==> src/hdl/qbvg_pkg.sv <==
// ----------------------------------------------------------------------------
// qbvg_pkg: shared definitions of the quad batch vertex generator
// Sizes, codes and the transaction and job structures used by all modules.
// ----------------------------------------------------------------------------
package qbvg_pkg;

  // Number of texture slots in one batch, and the quad limit of a batch.
  localparam int SLOT_COUNT = 32;
  localparam int MAX_QUADS  = 4096;

  // Slot table index width and the width of a fill count (0 .. SLOT_COUNT).
  localparam int SLOT_IDX_W = (SLOT_COUNT > 1) ? $clog2(SLOT_COUNT) : 1;
  localparam int SLOT_W     = $clog2(SLOT_COUNT + 1);

  // Index count: six per quad, saturating at MAX_QUADS * 6 and at the field.
  localparam int IDX_W       = 15;
  localparam int IDX_CAP_RAW = MAX_QUADS * 6;
  localparam int IDX_CAP     = (IDX_CAP_RAW > 32767) ? 32767 : IDX_CAP_RAW;
  localparam int IDX_STEP    = 6;

  // Job queue between the front and the back.
  localparam int QUEUE_DEPTH = 2;
  localparam int QPTR_W      = (QUEUE_DEPTH > 1) ? $clog2(QUEUE_DEPTH) : 1;
  localparam int QCNT_W      = $clog2(QUEUE_DEPTH + 1);

  typedef logic [SLOT_IDX_W-1:0] slot_idx_t;
  typedef logic [SLOT_W-1:0]     slot_cnt_t;
  typedef logic [IDX_W-1:0]      idx_t;
  typedef logic [QPTR_W-1:0]     qptr_t;
  typedef logic [QCNT_W-1:0]     qcnt_t;

  // Command codes of an input transaction.
  localparam logic CMD_DRAW  = 1'b0;
  localparam logic CMD_FLUSH = 1'b1;

  // Result kinds.
  typedef enum logic [1:0] {
    KIND_VERTEX = 2'd0,
    KIND_BIND   = 2'd1,
    KIND_DRAW   = 2'd2
  } kind_t;

  // Input transaction.
  typedef struct packed {
    logic              cmd;
    logic signed [31:0] pos_x;
    logic signed [31:0] pos_y;
    logic signed [31:0] size_x;
    logic signed [31:0] size_y;
    logic [31:0]        color_rgba;
    logic [31:0]        tex_handle;
  } quad_t;

  // Result transaction.
  typedef struct packed {
    kind_t              kind;
    logic signed [31:0] vert_x;
    logic signed [31:0] vert_y;
    logic               tex_u;
    logic               tex_v;
    logic [5:0]         slot;
    logic [31:0]        out_color;
    logic [31:0]        bound_texture;
    idx_t               batch_indices;
    logic               last;
  } result_t;

  // Work handed from the front to the back: either a flush or one quad.
  typedef struct packed {
    logic               is_flush;
    logic               last;
    slot_cnt_t          nbinds;
    idx_t               total;
    logic signed [31:0] pos_x;
    logic signed [31:0] pos_y;
    logic signed [31:0] size_x;
    logic signed [31:0] size_y;
    logic [31:0]        color;
    logic [5:0]         slot;
  } job_t;

  // Status of the back as seen by the front, with its slot table read address.
  typedef struct packed {
    logic      busy;
    slot_idx_t rd_addr;
  } back_stat_t;

endpackage

==> src/hdl/qbvg_queue.sv <==
// ----------------------------------------------------------------------------
// qbvg_queue: job queue between front and back
// A short first-in first-out buffer of jobs, so that each side stalls alone.
// ----------------------------------------------------------------------------
module qbvg_queue (
  input  logic            clk,
  input  logic            rst,
  input  logic            push,
  input  qbvg_pkg::job_t  push_job,
  output logic            full,
  input  logic            pop,
  output qbvg_pkg::job_t  pop_job,
  output logic            empty
);

  qbvg_pkg::job_t  entries [qbvg_pkg::QUEUE_DEPTH];
  qbvg_pkg::qptr_t wr_ptr;
  qbvg_pkg::qptr_t rd_ptr;
  qbvg_pkg::qcnt_t count;

  assign full    = (count == qbvg_pkg::qcnt_t'(qbvg_pkg::QUEUE_DEPTH));
  assign empty   = (count == '0);
  assign pop_job = entries[rd_ptr];

  // Pointers and fill count.
  always_ff @(posedge clk) begin
    if (rst) begin
      wr_ptr <= '0;
      rd_ptr <= '0;
      count  <= '0;
    end else begin
      if (push && !full) begin
        wr_ptr <= (wr_ptr == qbvg_pkg::qptr_t'(qbvg_pkg::QUEUE_DEPTH - 1)) ? '0
                  : qbvg_pkg::qptr_t'(wr_ptr + 1'b1);
      end
      if (pop && !empty) begin
        rd_ptr <= (rd_ptr == qbvg_pkg::qptr_t'(qbvg_pkg::QUEUE_DEPTH - 1)) ? '0
                  : qbvg_pkg::qptr_t'(rd_ptr + 1'b1);
      end
      if ((push && !full) && !(pop && !empty)) begin
        count <= qbvg_pkg::qcnt_t'(count + 1'b1);
      end else if (!(push && !full) && (pop && !empty)) begin
        count <= qbvg_pkg::qcnt_t'(count - 1'b1);
      end
    end
  end

  // Job storage.
  always_ff @(posedge clk) begin
    if (push && !full) begin
      entries[wr_ptr] <= push_job;
    end
  end

endmodule

==> src/hdl/qbvg_front.sv <==
// ----------------------------------------------------------------------------
// qbvg_front: request intake and texture slot management
// Accepts quad and flush transactions, searches and appends the slot table,
// keeps the index count and queues flush and quad jobs for the back.
// ----------------------------------------------------------------------------
module qbvg_front (
  input  logic                 clk,
  input  logic                 rst,
  input  logic                 quad_valid,
  output logic                 quad_ready,
  input  qbvg_pkg::quad_t      quad,
  output logic                 push,
  output qbvg_pkg::job_t       push_job,
  input  logic                 full,
  input  logic                 empty,
  input  qbvg_pkg::back_stat_t back_stat,
  output logic [31:0]          table_data
);

  typedef enum logic [4:0] {
    F_IDLE  = 5'b00001,
    F_CLASS = 5'b00010,
    F_FLUSH = 5'b00100,
    F_DRAIN = 5'b01000,
    F_QUAD  = 5'b10000
  } front_state_t;

  front_state_t                   state;
  qbvg_pkg::quad_t                item;
  logic [qbvg_pkg::SLOT_COUNT-1:0] match;
  logic [qbvg_pkg::SLOT_COUNT-1:0] match_now;
  logic [31:0]                    slot_tex [qbvg_pkg::SLOT_COUNT];
  qbvg_pkg::slot_cnt_t            slots_used;
  qbvg_pkg::idx_t                 index_total;
  qbvg_pkg::idx_t                 index_inc;
  logic [5:0]                     slot_sel;
  logic                           flush_last;
  qbvg_pkg::slot_idx_t            enc;
  logic                           found;
  logic                           textured;
  logic                           table_full;

  assign quad_ready = (state == F_IDLE);
  assign table_data = slot_tex[back_stat.rd_addr];

  // Compare the incoming id against every filled slot; registered below.
  always_comb begin
    for (int i = 0; i < qbvg_pkg::SLOT_COUNT; i++) begin
      match_now[i] = (slot_tex[i] == quad.tex_handle) &&
                     (qbvg_pkg::slot_cnt_t'(i) < slots_used);
    end
  end

  // Ids in the table are unique, so the match vector has at most one bit set.
  always_comb begin
    enc = '0;
    for (int i = 0; i < qbvg_pkg::SLOT_COUNT; i++) begin
      if (match[i]) begin
        enc = enc | qbvg_pkg::slot_idx_t'(i);
      end
    end
  end

  assign found      = |match;
  assign textured   = (item.tex_handle != '0);
  assign table_full = (slots_used >= qbvg_pkg::slot_cnt_t'(qbvg_pkg::SLOT_COUNT));
  assign index_inc  = (index_total > qbvg_pkg::idx_t'(qbvg_pkg::IDX_CAP - qbvg_pkg::IDX_STEP))
                      ? qbvg_pkg::idx_t'(qbvg_pkg::IDX_CAP)
                      : qbvg_pkg::idx_t'(index_total + qbvg_pkg::idx_t'(qbvg_pkg::IDX_STEP));

  // Sequencer and batch state.
  always_ff @(posedge clk) begin
    if (rst) begin
      state       <= F_IDLE;
      slots_used  <= '0;
      index_total <= '0;
    end else begin
      case (state)
        F_IDLE: begin
          if (quad_valid) begin
            item  <= quad;
            match <= match_now;
            state <= F_CLASS;
          end
        end
        F_CLASS: begin
          if (item.cmd == qbvg_pkg::CMD_FLUSH) begin
            flush_last <= 1'b1;
            state      <= F_FLUSH;
          end else if (textured && !found && table_full) begin
            flush_last <= 1'b0;
            state      <= F_FLUSH;
          end else begin
            if (!textured) begin
              slot_sel <= '0;
            end else if (found) begin
              slot_sel <= 6'(qbvg_pkg::slot_cnt_t'(enc) + 1'b1);
            end else begin
              slot_tex[slots_used[qbvg_pkg::SLOT_IDX_W-1:0]] <= item.tex_handle;
              slots_used <= qbvg_pkg::slot_cnt_t'(slots_used + 1'b1);
              slot_sel   <= 6'(slots_used + 1'b1);
            end
            index_total <= index_inc;
            state       <= F_QUAD;
          end
        end
        F_FLUSH: begin
          if (!full) begin
            state <= F_DRAIN;
          end
        end
        F_DRAIN: begin
          // The back reads the table for its binds; clear only once it is done.
          if (empty && !back_stat.busy) begin
            if (flush_last) begin
              slots_used  <= '0;
              index_total <= '0;
              state       <= F_IDLE;
            end else begin
              slot_tex[0] <= item.tex_handle;
              slots_used  <= qbvg_pkg::slot_cnt_t'(1);
              slot_sel    <= 6'd1;
              index_total <= qbvg_pkg::idx_t'(qbvg_pkg::IDX_STEP);
              state       <= F_QUAD;
            end
          end
        end
        F_QUAD: begin
          if (!full) begin
            state <= F_IDLE;
          end
        end
        default: begin
          state <= F_IDLE;
        end
      endcase
    end
  end

  // Job presented to the queue.
  assign push = ((state == F_FLUSH) || (state == F_QUAD)) && !full;

  always_comb begin
    push_job = '0;
    if (state == F_FLUSH) begin
      push_job.is_flush = 1'b1;
      push_job.last     = flush_last;
      push_job.nbinds   = slots_used;
      push_job.total    = index_total;
    end else begin
      push_job.last   = 1'b1;
      push_job.pos_x  = item.pos_x;
      push_job.pos_y  = item.pos_y;
      push_job.size_x = item.size_x;
      push_job.size_y = item.size_y;
      push_job.color  = textured ? '0 : item.color_rgba;
      push_job.slot   = slot_sel;
    end
  end

  // The fill count never passes the table size.
  a_slots_bound: assert property (@(posedge clk) disable iff (rst)
    slots_used <= qbvg_pkg::slot_cnt_t'(qbvg_pkg::SLOT_COUNT))
    else $error("slot fill count beyond table size");

  // A quad is only queued with a slot that lies inside the filled table.
  a_slot_filled: assert property (@(posedge clk) disable iff (rst)
    (state == F_QUAD) |-> (6'(slots_used) >= slot_sel))
    else $error("quad slot beyond filled table");

endmodule

==> src/hdl/qbvg_back.sv <==
// ----------------------------------------------------------------------------
// qbvg_back: result generation
// Takes jobs from the queue and emits bind and draw results for a flush, or
// the four corner vertices of a quad, one result per cycle into the output
// register while that register is free.
// ----------------------------------------------------------------------------
module qbvg_back (
  input  logic                 clk,
  input  logic                 rst,
  input  logic                 empty,
  input  qbvg_pkg::job_t       pop_job,
  output logic                 pop,
  output qbvg_pkg::back_stat_t back_stat,
  input  logic [31:0]          table_data,
  output logic                 result_valid,
  input  logic                 result_ready,
  output qbvg_pkg::result_t    result
);

  typedef enum logic [3:0] {
    B_IDLE = 4'b0001,
    B_BIND = 4'b0010,
    B_DRAW = 4'b0100,
    B_VERT = 4'b1000
  } back_state_t;

  back_state_t          state;
  qbvg_pkg::job_t       job;
  qbvg_pkg::slot_cnt_t  bind_idx;
  logic [1:0]           corner;
  logic                 adv;
  logic                 up;
  logic                 vp;
  qbvg_pkg::result_t    res_next;

  // Corner = floor((2 * pos +/- size) / 2), saturated to 32 bits.
  function automatic logic [31:0] corner_of(input logic [31:0] p, input logic [31:0] s,
                                            input logic plus);
    logic [33:0] pe;
    logic [33:0] se;
    logic [33:0] twice;
    logic [32:0] half;
    pe    = {p[31], p, 1'b0};
    se    = {{2{s[31]}}, s};
    twice = plus ? (pe + se) : (pe - se);
    half  = twice[33:1];
    if (half[32] != half[31]) begin
      corner_of = half[32] ? 32'h8000_0000 : 32'h7FFF_FFFF;
    end else begin
      corner_of = half[31:0];
    end
  endfunction

  assign adv               = !result_valid || result_ready;
  assign pop               = (state == B_IDLE) && !empty;
  assign back_stat.busy    = (state != B_IDLE);
  assign back_stat.rd_addr = bind_idx[qbvg_pkg::SLOT_IDX_W-1:0];

  // Corner order (-,-), (+,-), (+,+), (-,+).
  assign up = (corner == 2'd1) || (corner == 2'd2);
  assign vp = corner[1];

  // Next result; fields that do not belong to the kind stay zero.
  always_comb begin
    res_next = '0;
    case (state)
      B_BIND: begin
        res_next.kind          = qbvg_pkg::KIND_BIND;
        res_next.slot          = 6'(bind_idx);
        res_next.bound_texture = table_data;
      end
      B_DRAW: begin
        res_next.kind          = qbvg_pkg::KIND_DRAW;
        res_next.batch_indices = job.total;
        res_next.last          = job.last;
      end
      B_VERT: begin
        res_next.kind      = qbvg_pkg::KIND_VERTEX;
        res_next.vert_x    = corner_of(job.pos_x, job.size_x, up);
        res_next.vert_y    = corner_of(job.pos_y, job.size_y, vp);
        res_next.tex_u     = up;
        res_next.tex_v     = vp;
        res_next.slot      = job.slot;
        res_next.out_color = job.color;
        res_next.last      = (corner == 2'd3);
      end
      default: begin
        res_next = '0;
      end
    endcase
  end

  // Sequencer and output valid.
  always_ff @(posedge clk) begin
    if (rst) begin
      state        <= B_IDLE;
      result_valid <= 1'b0;
    end else begin
      // When the register is free it takes a result from any producing state.
      if (adv) begin
        result_valid <= (state != B_IDLE);
      end
      case (state)
        B_IDLE: begin
          if (!empty) begin
            job      <= pop_job;
            bind_idx <= '0;
            corner   <= '0;
            if (!pop_job.is_flush) begin
              state <= B_VERT;
            end else if (pop_job.nbinds != '0) begin
              state <= B_BIND;
            end else begin
              state <= B_DRAW;
            end
          end
        end
        B_BIND: begin
          if (adv) begin
            bind_idx <= qbvg_pkg::slot_cnt_t'(bind_idx + 1'b1);
            if (qbvg_pkg::slot_cnt_t'(bind_idx + 1'b1) == job.nbinds) begin
              state <= B_DRAW;
            end
          end
        end
        B_DRAW: begin
          if (adv) begin
            state <= B_IDLE;
          end
        end
        B_VERT: begin
          if (adv) begin
            corner <= 2'(corner + 1'b1);
            if (corner == 2'd3) begin
              state <= B_IDLE;
            end
          end
        end
        default: begin
          state <= B_IDLE;
        end
      endcase
    end
  end

  // Output payload register.
  always_ff @(posedge clk) begin
    if (adv && (state != B_IDLE)) begin
      result <= res_next;
    end
  end

  // Binds only run over the slots that the flush job counted.
  a_bind_range: assert property (@(posedge clk) disable iff (rst)
    (state == B_BIND) |-> (bind_idx < job.nbinds))
    else $error("bind index beyond flushed slot count");

  // The closing vertex of a quad is the (-,+) corner.
  a_last_corner: assert property (@(posedge clk) disable iff (rst)
    (result_valid && (result.kind == qbvg_pkg::KIND_VERTEX) && result.last)
      |-> (result.tex_v && !result.tex_u))
    else $error("last vertex is not the closing corner");

  // Vertices are only produced from quad jobs.
  a_vert_job: assert property (@(posedge clk) disable iff (rst)
    (state == B_VERT) |-> !job.is_flush)
    else $error("vertex generation from a flush job");

endmodule

==> src/hdl/quad_batch_vertex_generator.sv <==
// ----------------------------------------------------------------------------
// quad_batch_vertex_generator: sprite batch vertex generator
// Expands quad requests into corner vertices and groups textures into slots.
// ----------------------------------------------------------------------------
// Usage:
// Requests arrive on the quad channel (quad_valid / quad_ready / quad). A draw
// command yields four vertex results; a flush command, or a new texture that
// meets a full slot table, yields one bind result per filled slot and a draw
// result with the index count. Results leave on the result channel
// (result_valid / result_ready / result); the final result of each request
// carries last.
// Timing: an accepted request is registered and classified by the front and
// queued as a job. The back takes a job from the queue in its idle state and
// then emits one result per cycle while the output register is free; the
// front's classify loop overlaps it through the two-entry job queue, so the
// front can accept a new request before the back is through with the last.
// A flush job yields one bind result per filled slot and then the draw, and
// the front waits for the back to finish before it clears the table.
// Reset clears the slot count and the index count; the table contents need no
// clearing. When the receiver stalls the output register holds its result,
// the queue fills and the quad channel then stops accepting.
// ----------------------------------------------------------------------------
module quad_batch_vertex_generator (
  input  logic               clk,
  input  logic               rst,
  input  logic               quad_valid,
  output logic               quad_ready,
  input  qbvg_pkg::quad_t    quad,
  output logic               result_valid,
  input  logic               result_ready,
  output qbvg_pkg::result_t  result
);

  logic                 push;
  qbvg_pkg::job_t       push_job;
  logic                 full;
  logic                 pop;
  qbvg_pkg::job_t       pop_job;
  logic                 empty;
  qbvg_pkg::back_stat_t back_stat;
  logic [31:0]          table_data;

  // Intake and slot table.
  qbvg_front u_front (
    .clk        (clk),
    .rst        (rst),
    .quad_valid (quad_valid),
    .quad_ready (quad_ready),
    .quad       (quad),
    .push       (push),
    .push_job   (push_job),
    .full       (full),
    .empty      (empty),
    .back_stat  (back_stat),
    .table_data (table_data)
  );

  // Job queue.
  qbvg_queue u_queue (
    .clk      (clk),
    .rst      (rst),
    .push     (push),
    .push_job (push_job),
    .full     (full),
    .pop      (pop),
    .pop_job  (pop_job),
    .empty    (empty)
  );

  // Result generation.
  qbvg_back u_back (
    .clk          (clk),
    .rst          (rst),
    .empty        (empty),
    .pop_job      (pop_job),
    .pop          (pop),
    .back_stat    (back_stat),
    .table_data   (table_data),
    .result_valid (result_valid),
    .result_ready (result_ready),
    .result       (result)
  );

endmodule

==> config.mk <==
export PLATFORM = sky130hd
export DESIGN_NAME = quad_batch_vertex_generator
export DESIGN_NICKNAME = d
export VERILOG_FILES = /design/src/hdl/qbvg_pkg.sv /design/src/hdl/qbvg_queue.sv /design/src/hdl/qbvg_front.sv /design/src/hdl/qbvg_back.sv /design/src/hdl/quad_batch_vertex_generator.sv
export SDC_FILE = /design/constraint.sdc
export NUM_CORES = 2
export LEC_CHECK = 0
export CAP_MARGIN = 0
export CORE_ASPECT_RATIO = 1.4
export CORE_MARGIN = 4
export CORE_UTILIZATION = 50
export DETAILED_ROUTE_END_ITERATION = 6
export DONT_BUFFER_PORTS = 1
export PLACE_DENSITY = 0.71
export SYNTH_ARGS = -nofsm -noshare
export SYNTH_HDL_FRONTEND = slang
export SYNTH_SLANG_ARGS = --single-unit
export TNS_END_PERCENT = 20
==> constraint.sdc <==
create_clock -name clk -period 33.1 [get_ports clk]
set_clock_uncertainty 0.2 [all_clocks]
set_input_delay 3.31 -clock clk [delete_from_list [all_inputs] [get_ports clk]]
set_output_delay 3.31 -clock clk [all_outputs]
set_load 0.05 [all_outputs]
==> flow_summary.ini <==
[floorplanning]
fp-row-count = 187
start_util = 0.504
ios = 353
die_h_microns = 520
die_area_sq_um = 195000
coreArea_sq_um = 186000
dieWidth_microns = 374

[yosys]
netlist_instances = 6139
ys_top_cells_by_area = edfxtp_1 (63%), mux4_2 (7.7%), xor2_1 (6.0%)
synth.distinct_cells = 78
yosysSeqAreaShare = 0.642
yosys_warnings = 0
synth_area_sq_um = 93700
dominantRegCellSynth = edfxtp_1
yosysTopAreaCellShare = 0.634
synth-seq-cells = 2015
syn_nets = 6474
synthArstFlopShare = 0
synth_area_leader_cell = edfxtp_1
synth_edf_count = 1980
avgSynthCellArea_sq_um = 15.3

[sta]
fin_crit_sh = 0.173
drv_slew = 0
setup_viol = 0
fin_tns_setup_ps = 0
worst-slew-pin-transition_ps = 1340
fin_crit_ps = 5730
rsz0062_at_grt = no
fmax_mhz = 175
finalHoldViolCount = 0
relSlewSlack = 0.105

[clocking]
cts.sink_count = 2015
numCtsBuffers = 189
root_buffer = clkbuf_16
cts_hold_buffers = 0
htree_levels = 4
cts_tree = yes
cts.repair.resized = 0
path_clk_slew_ps = 60
cts_buffer_depth = 3
clock_latency_ps = 860
post-cts-setup-buffer-count = 0

[route]
avgViaCountPerCell = 6.58
routed_wirelength_microns = 313000
wire_per_inst_microns = 36.0
dr.pass1.iters = 7
vias = 57400
first_iter_violations = 7388
drc = 10
ant_nets = 0

[outcome]
status = finished with violations
violations = design-rule violations

[grt]
grt_overflow = 0
grt_max_degree = 145
grt_usage = 0.315
busiest_layer = met2
gr-usage-met3 = 0.0796
use_met2 = 0.502
grt_pass1_vias = 56100
antenna_found_initial = 39
use_met1 = 0.366
grt_pass1_wl_microns = 432000

[worst_hold_path]
hold_end = u_front.index_total[11]
hp-class = flop to flop
min_from = u_front.index_total[11]
hold_depth = 2

[placed_design]
gp_congestion = 1.06
numPortBuffers = 0
placed_cells = 8339
dpl.hpwl_microns = 210000

[critical_path]
cp_max_fo = 6
regToRegStartpoint = u_front.match[13]
reg2reg_slack_ps = 27370
cp_slowest_stage_delay_ps = 520
r2r_end = u_front.slot_tex[11][26]
worstSetupPathType = flop to primary output
cp.required_ps = 29590
crit_slowest_cell = inv_1
crit_chain = nor2_1 -> nand3_1 -> inv_1
crit_arrival_ps = 2220
rr_worst_depth = 8
crit_path_end_kind = primary output
crit_path_start_kind = flop

[power]
peakVddDrop_mv = 0.0543
cellPowerDensity_nw_per_um2 = 59.2
p_leak_nw = 32.9
fin_total_pwr_mw = 6.08

[cells_and_area]
instances_no_fill = 8712
area_growth_pct = 9.72
fin_nets = 6408
layout-drive-gt1-share = 0.154

[flow_run]
cap_viol_max_count = 0
## per-stage QoR
step                worst slack, ps  instance area [sq um]  hold slack (ps)   util
floorplan                     11780                  93700              258      -
detailed placement            26670                  96500              282  0.519
global route                  27220                 103000              324  0.553
finish                        27370                 103000              287  0.553
global placement              26660                  96500              266  0.519
CTS                           27300                 103000              291  0.553
## cell usage in the layout, fill, tap and decap left out, types with 21 or more instances in the layout
cell type and count:
and2_1 235, o31ai_1 22, ha_1 133, bufinv_16 23, clkbuf_16 190, clkbuf_1 31
a21o_1 22, xor2_1 642, mux2i_1 41, buf_4 98, dfxtp_1 34, nor3_1 71
o21ai_0 102, a31oi_1 23, a21oi_1 235, mux4_2 320, diode_2 23, xnor2_1 461
inv_1 144, nor2_4 21, nand2b_1 46, clkinv_1 39, clkinv_2 38, edfxtp_1 1980
nand3_1 67, nand2_1 114, o21bai_1 22, nor4_1 204, nor2_1 204, mux2_2 188
nor2b_1 33, or3_1 21, nand4_1 140
## logic make-up after synthesis
| logic type | after synthesis | share of synthesized area |
|---|---|---|
| compound gates | 587 | 0.0394 |
| xor+xnor | 1103 | 0.103 |
| fa+ha+maj | 138 | 0.0187 |
| buf+inv | 504 | 0.0206 |
| flops | 2015 | 0.642 |
| mux | 550 | 0.104 |
| other cells | 1 | 0.0000400 |
| simple gates | 1241 | 0.0724 |
## synth_stat cells, drive strengths merged (140+ instances only)
cell	n
a21oi	236
and2	235
clkbuf	245
edfxtp	1980
inv	144
mux2	188
mux4	320
nand4	140
nor2	241
nor4	204
xnor2	461
xor2	642
## worst max-delay path by stage
stage               slack, ps                  endpoint             start
floorplan               11780           u_front.item[0]               rst
global placement        26660  u_front.slot_tex[11][26]               rst
detailed placement      26670  u_front.slot_tex[11][26]               rst
CTS                     27300                quad_ready  u_front.state[1]
global route            27220                quad_ready  u_front.state[1]
finish                  27370                quad_ready  u_front.state[1]
## per-layer routing
| metal | vias up | routed length (microns) |
|---|---|---|
| met2 | 4108 | 146000 |
| met5 | - | 75 |
| met4 | 4 | 29800 |
| met3 | 1088 | 34300 |
| met1 | 29000 | 103000 |
| li1 | 23200 | - |
## critical path, delay by kind of cell (launching register included)
family / cells / cell delay, ps
simple gates: 2 / 510
buf+inv: 1 / 520
flops: 1 / 340
## layout make-up
cell class	count	area [sq um]
inverter	145	544
clock inverter	129	1420
fill	14600	83200
tap	2457	3070
timing repair buffer	102	816
multi-input combinational	3620	31900
clock buffer	221	4870
antenna	23	57.6
sequential	2015	60200
## flip-flops by register name (all words and copies together) (netlist names), named ones only
signal and flops:
u_front.slot_sel 6, u_front.flush_last 1, u_front.slot_tex 1024, u_queue.count 2, u_queue.wr_ptr 1, u_front.index_total 14, u_front.state 5, u_queue.rd_ptr 1
u_front.match 32, u_back.result 153, u_back.job 187, u_back.state 4, u_back.result_valid 1, u_front.item 193, u_queue.entries 376, u_front.slots_used 6
u_back.corner 2, u_back.bind_idx 6
## power breakdown
part / internal (mW) / total, mW / switching, mW
logic: 0.208 / 0.599 / 0.391
clock network: 1.24 / 2.23 / 0.990
registers: 2.92 / 3.25 / 0.331
total: 4.37 / 6.08 / 1.71
Power figures use the tool's default switching activity.
